File: src/hex_cell_from_point_defines.svh
// Assertion macros for the hexagon cell lookup block
`ifndef HEX_CELL_FROM_POINT_DEFINES_SVH
`define HEX_CELL_FROM_POINT_DEFINES_SVH

// Check a consequence in the same cycle as its antecedent
`define HCFP_ASSERT_NOW(lbl, ante, cons, msg) \
  lbl: assert property (@(posedge clk) disable iff (!rst_n) (ante) |-> (cons)) else $error(msg);

// Check a consequence in the cycle after its antecedent
`define HCFP_ASSERT_NEXT(lbl, ante, cons, msg) \
  lbl: assert property (@(posedge clk) disable iff (!rst_n) (ante) |=> (cons)) else $error(msg);

`endif

File: src/hcfp_pkg.sv
// Shared types, constants and helpers for the hexagon cell lookup block
`timescale 1ns / 1ps
`default_nettype none
package hcfp_pkg;

  // sqrt(3) in Q1.14
  localparam logic [14:0] SQRT3_Q14   = 15'd28378;
  localparam logic [6:0]  MAX_ROWS    = 7'd64;
  localparam logic [6:0]  MAX_COLUMNS = 7'd64;

  // Quotient bits of each division, and pipeline depth
  localparam int DIV_STEPS = 8;
  localparam int NUM_STG   = DIV_STEPS + 4;

  // Remainder and product widths
  localparam int REM_H_W = 24;
  localparam int REM_K_W = 39;
  localparam int PROD_W  = 31;

  // Configuration register indexes
  localparam logic [2:0] REG_ORIGIN_X       = 3'd0;
  localparam logic [2:0] REG_ORIGIN_Y       = 3'd1;
  localparam logic [2:0] REG_SIDE_LENGTH    = 3'd2;
  localparam logic [2:0] REG_ROW_COUNT      = 3'd3;
  localparam logic [2:0] REG_LONG_ROW_CELLS = 3'd4;
  localparam logic [2:0] REG_FIRST_ROW_LONG = 3'd5;

  typedef struct packed {
    logic signed [11:0] point_x;
    logic signed [11:0] point_y;
  } in_t;

  typedef struct packed {
    logic        hit;
    logic [11:0] cell_index;
    logic [5:0]  cell_row;
    logic [5:0]  cell_column;
  } out_t;

  // Division pipeline payload
  typedef struct packed {
    logic               miss;
    logic [7:0]         qh;
    logic [7:0]         qk;
    logic [REM_H_W-1:0] rem_h;
    logic [REM_K_W-1:0] rem_k;
  } div_t;

  // Slope stage payload
  typedef struct packed {
    logic              miss;
    logic [6:0]        band;
    logic              zig;
    logic [7:0]        k;
    logic [PROD_W-1:0] prod;
    logic [PROD_W-1:0] rem_k;
  } slope_t;

  // Selected cell
  typedef struct packed {
    logic       hit;
    logic [5:0] row;
    logic [5:0] col;
  } sel_t;

  // Clamp a row or column register to its maximum
  function automatic logic [6:0] sat7(input logic [6:0] v, input logic [6:0] lim);
    sat7 = (v > lim) ? lim : v;
  endfunction

endpackage
`default_nettype wire

File: src/hcfp_front.sv
// Entry stage: offsets from the grid corner, range checks and divider seeds
`timescale 1ns / 1ps
`default_nettype none
module hcfp_front (
  input  wire logic                clk,
  input  wire logic                en,
  input  wire hcfp_pkg::in_t       in_data,
  input  wire logic signed [11:0]  origin_x,
  input  wire logic signed [11:0]  origin_y,
  input  wire logic [15:0]         side,
  input  wire logic [30:0]         dmul,
  output hcfp_pkg::div_t           q_r
);

  logic signed [12:0] dx, dy;
  logic [hcfp_pkg::REM_H_W-1:0] ny, lim_h;
  logic [hcfp_pkg::REM_K_W-1:0] nx, lim_k;
  hcfp_pkg::div_t q_nxt;

  // Form offsets and scaled dividends
  always_comb begin
    dx    = {in_data.point_x[11], in_data.point_x} - {origin_x[11], origin_x};
    dy    = {in_data.point_y[11], in_data.point_y} - {origin_y[11], origin_y};
    ny    = {3'b0, dy[11:0], 9'b0};
    nx    = {4'b0, dx[11:0], 23'b0};
    lim_h = {side, 8'b0};
    lim_k = {dmul, 8'b0};
    q_nxt.miss  = dx[12] | dy[12] | (side == 16'd0) | (ny >= lim_h) | (nx >= lim_k);
    q_nxt.qh    = 8'd0;
    q_nxt.qk    = 8'd0;
    q_nxt.rem_h = ny;
    q_nxt.rem_k = nx;
  end

  // Advance when the stage moves
  always_ff @(posedge clk) begin
    if (en) begin
      q_r <= q_nxt;
    end
  end

endmodule
`default_nettype wire

File: src/hcfp_div_step.sv
// One restoring step of both band and half-width divisions
`timescale 1ns / 1ps
`default_nettype none
module hcfp_div_step (
  input  wire logic           clk,
  input  wire logic           en,
  input  wire logic [2:0]     bit_idx,
  input  wire logic [15:0]    side,
  input  wire logic [30:0]    dmul,
  input  wire hcfp_pkg::div_t d,
  output hcfp_pkg::div_t      q_r
);

  logic [hcfp_pkg::REM_H_W-1:0] t_h;
  logic [hcfp_pkg::REM_K_W-1:0] t_k;
  hcfp_pkg::div_t q_nxt;

  // Trial subtract of the shifted divisors
  always_comb begin
    t_h   = {8'b0, side} << bit_idx;
    t_k   = {8'b0, dmul} << bit_idx;
    q_nxt = d;
    if (d.rem_h >= t_h) begin
      q_nxt.rem_h        = d.rem_h - t_h;
      q_nxt.qh[bit_idx]  = 1'b1;
    end
    if (d.rem_k >= t_k) begin
      q_nxt.rem_k        = d.rem_k - t_k;
      q_nxt.qk[bit_idx]  = 1'b1;
    end
  end

  always_ff @(posedge clk) begin
    if (en) begin
      q_r <= q_nxt;
    end
  end

endmodule
`default_nettype wire

File: src/hcfp_zone.sv
// Slope product stage and row/column selection stage
`timescale 1ns / 1ps
`default_nettype none
module hcfp_zone (
  input  wire logic           clk,
  input  wire logic           en_a,
  input  wire logic           en_b,
  input  wire logic [30:0]    dmul,
  input  wire logic [6:0]     rows,
  input  wire logic [6:0]     cols,
  input  wire logic           first_long,
  input  wire hcfp_pkg::div_t d,
  output hcfp_pkg::sel_t      q_r
);

  hcfp_pkg::slope_t s_r, s_nxt;
  hcfp_pkg::sel_t   q_nxt;
  logic [15:0] b_prod;
  logic [8:0]  b3;
  logic [15:0] rh;

  logic              top_hit, bot_hit, short_b, short_r, k_even, cen_miss;
  logic [hcfp_pkg::PROD_W-1:0] dp;
  logic signed [8:0] bs, bm1, kh, khm1, km1h, row, col;
  logic [7:0]        km1;
  logic [6:0]        ncells;

  // Band group, zig-zag flag and slope product
  always_comb begin
    b_prod      = 16'(d.qh) * 16'd171;
    s_nxt.band  = b_prod[15:9];
    b3          = {1'b0, s_nxt.band, 1'b0} + {2'b0, s_nxt.band};
    s_nxt.zig   = ({1'b0, d.qh} == b3);
    s_nxt.miss  = d.miss;
    s_nxt.k     = d.qk;
    rh          = d.rem_h[15:0];
    s_nxt.prod  = hcfp_pkg::PROD_W'(rh * hcfp_pkg::SQRT3_Q14);
    s_nxt.rem_k = d.rem_k[hcfp_pkg::PROD_W-1:0];
  end

  always_ff @(posedge clk) begin
    if (en_a) begin
      s_r <= s_nxt;
    end
  end

  // Choose row and column, then range-check against the grid
  always_comb begin
    top_hit  = s_r.prod > s_r.rem_k;
    dp       = dmul - s_r.prod;
    bot_hit  = dp > s_r.rem_k;
    bs       = {2'b0, s_r.band};
    bm1      = bs - 9'sd1;
    kh       = {2'b0, s_r.k[7:1]};
    khm1     = kh - 9'sd1;
    km1      = s_r.k - 8'd1;
    km1h     = {2'b0, km1[7:1]};
    k_even   = ~s_r.k[0];
    short_b  = s_r.band[0] ^ ~first_long;
    cen_miss = 1'b0;
    row      = bs;
    col      = kh;
    if (s_r.zig) begin
      if (short_b) begin
        if (k_even) begin
          if (top_hit) begin
            row = bs;  col = khm1;
          end else begin
            row = bm1; col = kh;
          end
        end else begin
          if (bot_hit) begin
            row = bm1; col = kh;
          end else begin
            row = bs;  col = kh;
          end
        end
      end else begin
        if (k_even) begin
          if (bot_hit) begin
            row = bm1; col = khm1;
          end else begin
            row = bs;  col = kh;
          end
        end else begin
          if (top_hit) begin
            row = bs;  col = kh;
          end else begin
            row = bm1; col = kh;
          end
        end
      end
    end else if (short_b) begin
      cen_miss = (s_r.k == 8'd0);
      col      = km1h;
    end
    // A short row with no long-row cells holds nothing
    short_r   = row[0] ^ ~first_long;
    ncells    = short_r ? ((cols == 7'd0) ? 7'd0 : (cols - 7'd1)) : cols;
    q_nxt.hit = ~s_r.miss & ~cen_miss & ~row[8] & ~col[8]
                & (row[7:0] < {1'b0, rows}) & (col[7:0] < {1'b0, ncells});
    q_nxt.row = row[5:0];
    q_nxt.col = col[5:0];
  end

  always_ff @(posedge clk) begin
    if (en_b) begin
      q_r <= q_nxt;
    end
  end

endmodule
`default_nettype wire

File: src/hcfp_index.sv
// Output stage: linear cell index and cleared fields on a miss
`timescale 1ns / 1ps
`default_nettype none
module hcfp_index (
  input  wire logic           clk,
  input  wire logic           en,
  input  wire logic [6:0]     cols,
  input  wire logic           first_long,
  input  wire hcfp_pkg::sel_t d,
  output hcfp_pkg::out_t      q_r
);

  logic [7:0]  pair_len;
  logic [12:0] base;
  logic [6:0]  odd_off;
  logic [12:0] idx;
  hcfp_pkg::out_t q_nxt;

  // Cells before this row pair, plus the first row of the pair if odd
  always_comb begin
    pair_len = {cols, 1'b0} - 8'd1;
    base     = 13'(pair_len * d.row[5:1]);
    odd_off  = d.row[0] ? (first_long ? cols : (cols - 7'd1)) : 7'd0;
    idx      = base + {7'b0, d.col} + {6'b0, odd_off};
    q_nxt.hit         = d.hit;
    q_nxt.cell_index  = d.hit ? idx[11:0] : 12'd0;
    q_nxt.cell_row    = d.hit ? d.row : 6'd0;
    q_nxt.cell_column = d.hit ? d.col : 6'd0;
  end

  always_ff @(posedge clk) begin
    if (en) begin
      q_r <= q_nxt;
    end
  end

endmodule
`default_nettype wire

File: src/hex_cell_from_point.sv
// Twelve register stages lie between an accepted transaction and out_valid.
// Throughput: one transaction per cycle while out_ready is high; the eight-step divider pipeline sets depth.
// Each stage advances when empty or when the stage after it moves, so bubbles close up.
// Reset (rst_n low at a clock edge) empties the pipeline and loads the register
// defaults: origins 0, side 5120, 8 rows, 8 cells a long row, row zero short.
`timescale 1ns / 1ps
`default_nettype none
`include "hex_cell_from_point_defines.svh"
module hex_cell_from_point (
  input  wire logic           clk,
  input  wire logic           rst_n,
  input  wire logic           in_valid,
  output logic                in_ready,
  input  wire hcfp_pkg::in_t  in_data,
  output logic                out_valid,
  input  wire logic           out_ready,
  output hcfp_pkg::out_t      out_data,
  input  wire logic           cfg_we,
  input  wire logic [2:0]     cfg_index,
  input  wire logic [15:0]    cfg_wdata
);

  localparam int N = hcfp_pkg::NUM_STG;

  logic signed [11:0] origin_x_r, origin_y_r;
  logic [15:0] side_r;
  logic [6:0]  row_count_r, long_cells_r;
  logic        first_long_r;
  logic [30:0] dmul;
  logic [6:0]  rows_sat, cols_sat;

  logic [N-1:0] v_r, v_nxt;
  logic [N:0]   en;

  hcfp_pkg::div_t div_q [0:hcfp_pkg::DIV_STEPS];
  hcfp_pkg::sel_t sel_q;

  // Configuration writes
  always_ff @(posedge clk) begin
    if (!rst_n) begin
      origin_x_r   <= 12'sd0;
      origin_y_r   <= 12'sd0;
      side_r       <= 16'd5120;
      row_count_r  <= 7'd8;
      long_cells_r <= 7'd8;
      first_long_r <= 1'b0;
    end else if (cfg_we) begin
      unique case (cfg_index)
        hcfp_pkg::REG_ORIGIN_X:       origin_x_r   <= cfg_wdata[11:0];
        hcfp_pkg::REG_ORIGIN_Y:       origin_y_r   <= cfg_wdata[11:0];
        hcfp_pkg::REG_SIDE_LENGTH:    side_r       <= cfg_wdata;
        hcfp_pkg::REG_ROW_COUNT:      row_count_r  <= cfg_wdata[6:0];
        hcfp_pkg::REG_LONG_ROW_CELLS: long_cells_r <= cfg_wdata[6:0];
        hcfp_pkg::REG_FIRST_ROW_LONG: first_long_r <= cfg_wdata[0];
        default: ;
      endcase
    end
  end

  // Form the half-width divisor sqrt(3)*side
  assign dmul = 31'(side_r * hcfp_pkg::SQRT3_Q14);

  assign rows_sat = hcfp_pkg::sat7(row_count_r, hcfp_pkg::MAX_ROWS);
  assign cols_sat = hcfp_pkg::sat7(long_cells_r, hcfp_pkg::MAX_COLUMNS);

  // Stage enables: move when empty or when downstream moves
  always_comb begin
    en[N] = out_ready;
    for (int i = N - 1; i >= 0; i--) begin
      en[i] = ~v_r[i] | en[i+1];
    end
    v_nxt[0] = en[0] ? in_valid : v_r[0];
    for (int i = 1; i < N; i++) begin
      v_nxt[i] = en[i] ? v_r[i-1] : v_r[i];
    end
  end

  always_ff @(posedge clk) begin
    if (!rst_n) begin
      v_r <= '0;
    end else begin
      v_r <= v_nxt;
    end
  end

  assign in_ready  = en[0];
  assign out_valid = v_r[N-1];

  hcfp_front u_front (
    .clk      (clk),
    .en       (en[0]),
    .in_data  (in_data),
    .origin_x (origin_x_r),
    .origin_y (origin_y_r),
    .side     (side_r),
    .dmul     (dmul),
    .q_r      (div_q[0])
  );

  // Quotient bits, most significant first
  for (genvar g = 0; g < hcfp_pkg::DIV_STEPS; g++) begin : g_div
    hcfp_div_step u_step (
      .clk     (clk),
      .en      (en[g+1]),
      .bit_idx (3'(hcfp_pkg::DIV_STEPS - 1 - g)),
      .side    (side_r),
      .dmul    (dmul),
      .d       (div_q[g]),
      .q_r     (div_q[g+1])
    );
  end

  hcfp_zone u_zone (
    .clk        (clk),
    .en_a       (en[hcfp_pkg::DIV_STEPS+1]),
    .en_b       (en[hcfp_pkg::DIV_STEPS+2]),
    .dmul       (dmul),
    .rows       (rows_sat),
    .cols       (cols_sat),
    .first_long (first_long_r),
    .d          (div_q[hcfp_pkg::DIV_STEPS]),
    .q_r        (sel_q)
  );

  hcfp_index u_index (
    .clk        (clk),
    .en         (en[N-1]),
    .cols       (cols_sat),
    .first_long (first_long_r),
    .d          (sel_q),
    .q_r        (out_data)
  );

  // A miss carries cleared fields
  `HCFP_ASSERT_NOW(a_miss_zero, out_valid && !out_data.hit,
    out_data.cell_index == 12'd0 && out_data.cell_row == 6'd0 && out_data.cell_column == 6'd0,
    "miss with non-zero fields")
  // A hit row lies inside the grid
  `HCFP_ASSERT_NOW(a_row_range, out_valid && out_data.hit,
    {1'b0, out_data.cell_row} < rows_sat, "hit row beyond row count")
  // A hit column lies inside a long row
  `HCFP_ASSERT_NOW(a_col_range, out_valid && out_data.hit,
    {1'b0, out_data.cell_column} < cols_sat, "hit column beyond row length")
  // The entry stage fills only from an accepted transaction
  `HCFP_ASSERT_NEXT(a_fill_src, !v_r[0] && !(in_valid && in_ready),
    !v_r[0], "entry stage filled without a transaction")

endmodule
`default_nettype wire

File: config.mk
export PLATFORM = sky130hd
export DESIGN_NAME = hex_cell_from_point
export DESIGN_NICKNAME = d
export VERILOG_FILES = /design/src/hcfp_pkg.sv /design/src/hcfp_front.sv /design/src/hcfp_div_step.sv /design/src/hcfp_zone.sv /design/src/hcfp_index.sv /design/src/hex_cell_from_point.sv
export VERILOG_INCLUDE_DIRS = /design/src /design/src/src
export SDC_FILE = /design/constraint.sdc
export NUM_CORES = 2
export LEC_CHECK = 0
export BUFFER_PORTS_ARGS = -buffer_cell sky130_fd_sc_hd__buf_4
export CELL_PAD_IN_SITES_DETAIL_PLACEMENT = 2
export CELL_PAD_IN_SITES_GLOBAL_PLACEMENT = 2
export CORE_MARGIN = 2
export CORE_UTILIZATION = 25
export CTS_CLUSTER_SIZE = 40
export DETAILED_ROUTE_END_ITERATION = 8
export PLACE_DENSITY = 0.62
export RECOVER_POWER = 25
export SLEW_MARGIN = 20
export SYNTH_ARGS = -nofsm -noshare
export SYNTH_HDL_FRONTEND = slang
export SYNTH_SLANG_ARGS = --single-unit
File: constraint.sdc
create_clock -name clk -period 31.8 [get_ports clk]
set_input_delay 6.36 -clock clk [delete_from_list [all_inputs] [get_ports clk]]
set_output_delay 6.36 -clock clk [all_outputs]
set_load 0.05 [all_outputs]
==> out/metrics.sh <==
CTS_HOLD_REPAIR.BUFFERS=0
SYNTH_AREA_UM2=62000
AREA_DELTA_SYNTH_FINAL_PCT=12.7
CTSROOTBUFFERMASTER='sky130_fd_sc_hd__clkbuf_16'
REMAINING_DRC_ERRORS=0
FINAL.SETUP.TNS_PS=0
TIMING.CLOCK.SKEW_PS=41.8
NUMBER_OF_VIAS_PER_CELL=4.86
WORST_SLEW_MARGIN_REL_PCT=-115
GR-USAGE-ALL-LAYERS_PCT=16.7
SYNTH_NETS=7461
HALF_PERIMETER_WIRE_LENGTH_OF_THE_DETAILED_PLACEMENT_RESULT_MM=171
FINAL-SETUP-VIOL-COUNT=0
SETUP.REG_TO_REG.WORST_SLACK_PS=16080
VIOLATIONS='capacitance limit, slew limit'
SLOWEST_DELAY_PS=1270
RR_STARTPOINT='side_r[1]'
YS_DOMINANT_REG_CELL='sky130_fd_sc_hd__edfxtp_1'
CTS_TREE='built'
IOS=75
SYNTH-WARNING-COUNT=0
FLOORPLAN_DIE_WIDTH_UM=502
ROUTABILITYCONGESTION=0.824
WORST_SETUP_PATH_START_KIND='flip-flop'
FINAL_NETS=7582
CLKLATENCYLATEPIN_PS=740
FIN_CRIT_SH_PCT=49.4
RR_WORST_DEPTH=50
MIN_CYCLE_TIME_LAYOUT_PS=15720
ASYNCSETRESETFLOPFRACSYNTH_PCT=0
TIMING.CRITICAL_PATH.FANOUT_MAX=17
LAYOUT_COMMONEST_CELL='sky130_fd_sc_hd__ha_1'
CTS_BUFFERS=89
NUMBER_OF_ANTENNA_VIOLATIONS_AT_THE_FIRST_CHECK_IN_GLOBAL_ROUTING=8
DR.FIRST_ITER.DRC_COUNT=2441
LAYOUT-DRIVE-GT1-SHARE_PCT=6.44
FIRSTDRTPASSITERS=5
CTS_REPAIR_RESIZE_COUNT=0
WORST_PIN_SLEW_PS=3230
LAYOUT_COMMON_CELLS='798 x sky130_fd_sc_hd__ha_1, 678 x sky130_fd_sc_hd__inv_1, 644 x sky130_fd_sc_hd__edfxtp_1, 515 x sky130_fd_sc_hd__nand2_1, 450 x sky130_fd_sc_hd__a21oi_1'
SYNTHESIS.AREA_PER_INSTANCE_UM2=9.75
ROUTE.DETAILED.WL_PER_INST_UM=21.5
MIN_DELAY_PATH_DEPTH=0
GRT_SETUP_UNREPAIRED='no'
CRIT_ARRIVAL_PS=16280
TIMING.CRITICAL_PATH.REQUIRED_PS=32360
GRT_REMAINING_OVERFLOW=0
DRT-TOTAL-WL_MM=212
FINALHOLDVIOLATIONS=0
CLOCK.FMAX_MHz=63.6
TIMING.MAX_CAP.VIOLATIONS=4
HP-CLASS='reg2reg'
CRIT_TOP_CELL='sky130_fd_sc_hd__a21oi_1'
DIE_Y_UM=502
CRIT_PATH_TOP_DELAY_CELL='sky130_fd_sc_hd__clkbuf_1'
CLK_PIN_SLEW_PS=60
REGTOREGENDPOINT='u_zone.q_r[12]'
GRT_START_MAX_NET_PINS=69
HOLD_SP='g_div[1].u_step.q_r[77]'
FILLER_CELL_COUNT=27400
SYNTH-EDFF-COUNT=644
MIN_DELAY_WORST_ENDPOINT='g_div[2].u_step.q_r[77]'
CTS.HTREE.LEVELS=3
FP-ROW-COUNT=182
SYNTH_SEQUENTIAL_AREA_RATIO_PCT=33.4
TIMING_WORST_SETUP_PATH_TYPE='reg2reg'
SYNTH_SEQ_CELLS=711
CLOCK_SINK_COUNT=711
SETUP.WORST_PATH.END_CLASS='flip-flop'
START_UTIL_PCT=25.2
PORTBUFFERS=74
CORE_REGION_AREA_UM2=246000
ANT_NETS=0
SYNTH.LIB_CELLS_USED.DISTINCT=99
WIRE_LENGTH_OF_THE_FIRST_GLOBAL_ROUTING_PASS_MM=325
TIMING.FINAL.MAX_SLEW_VIOLATIONS=119
GRT_PASS1_VIAS=52800
NETLIST_INSTANCES=6355
MAX-CLOCK-PATH-BUFFERS=3
DIE-AREA_UM2=252000
POST_CTS.REPAIR.SETUP_BUFFERS=0
ROUTED-VIA-COUNT=47900
OUTCOME='finished, violations left'
## stage by stage
stage | cell area, µm² | hold WS [ps] | util (%) | cells | setup slack, ps
4_1_cts | 69900 | 419 | 28.4 | 9864 | 16260
6_report | 69800 | 417 | 28.4 | 9867 | 16080
2_1_floorplan | 62000 | 400 | - | 6355 | 15350
3_5_place_dp | 66900 | 406 | 27.2 | 9697 | 16300
3_3_place_gp | 66900 | 403 | 27.2 | 9697 | 16460
5_1_grt | 69800 | 424 | 28.4 | 9865 | 15200
## state kept, by name, summed over array words and instances, names as in the netlist
register          cells
u_zone.kh             7
v_r                  12
first_long_r          1
origin_x_r           12
row_count_r           7
g_div.u_step.q_r    504
u_zone.q_r           13
u_front.q_r          25
long_cells_r          7
u_index.q_r          25
origin_y_r           12
u_zone.s_r           63
u_zone.bs             7
side_r               16
## worst max-delay path by stage
stage	startpoint	to	slack (ps)	depth (start not counted)
finish	side_r[1]	u_zone.q_r[12]	16080	50
floorplan	out_ready	in_ready	15350	9
global placement	out_ready	in_ready	16460	11
detailed placement	out_ready	in_ready	16300	11
global route	side_r[1]	u_zone.q_r[12]	15200	51
CTS	out_ready	in_ready	16260	11
## Yosys cell counts, drive strengths merged (12+ instances only)
library cell  instances  area [µm²]
o21ai               338        1700
a31o                 13         114
or2                  35         219
nand3b               12        90.1
a2111oi              14         148
xnor2               282        2480
o31ai                54         405
a211oi               50         380
xor2                177        1550
o2111ai              13         114
nand2               519        1950
fa                  260        5200
a21o                207        1550
nor2b                91         569
clkbuf               94         353
nand3               122         611
a21oi               453        2280
a21boi               84         631
edfxtp              644       19300
o21a                 63         473
o311ai               12         105
o21bai               43         323
buf                  17         121
mux2i                19         190
nand4                80         500
inv                 687        2580
ha                  798        9980
nor4                 38         238
o211ai               35         268
mux2                 68         796
nor3                128         652
and2                 67         419
and3                 56         350
a31oi                44         290
dfxtp                67        1340
nor2                397        1490
nand2b               74         463
and4                 15         134
or3                  32         200
## layer usage
metal  global-route usage [%]  share of wire, %  vias to the layer above
met5                        0                 0                        -
met4                     4.11               2.3                        0
met3                     1.48               2.3                      199
met2                     29.2                49                      469
met1                     22.1                46                    24300
li1                         -                 -                    23000
## final cells by class
class / count / area (µm²) / share of cell area [%]
repair buffers: 141 / 1020 / 1.47
multi-input cells: 4845 / 38400 / 54.9
flip-flops and latches: 711 / 20700 / 29.6
inverters: 688 / 2590 / 3.71
clock buffers: 111 / 2400 / 3.44
well taps: 3312 / 4140 / 5.93
diodes: 3 / 7.51 / 0.0107
clock inverters: 56 / 626 / 0.896
## critical path: cells and delay by family, from the launching register on
kind / cells / cell delay [ps]
compound gates: 22 / 5400
fa+ha+maj: 10 / 4550
buf+inv: 6 / 2380
simple gates: 10 / 1820
flops: 1 / 900
xor+xnor: 2 / 450
## cell families (layout without fill, tap and decap cells)
logic type | Yosys count | count (layout) | synth area share, %
XOR/XNOR | 460 | 460 | 6.53
adder cells (fa/ha/maj) | 1058 | 1058 | 24.5
flip-flops | 711 | 711 | 33.4
buffers and inverters | 799 | 996 | 4.94
other | 0 | 3 | 0
multiplexers | 87 | 87 | 1.59
AND/OR/NAND/NOR | 1705 | 1705 | 13.3
AO/OA/AOI/OAI | 1535 | 1535 | 15.8
Power is left out: the tool's default activity adds up to more than one toggle a clock period on the data nets, which glitch-free logic cannot reach.
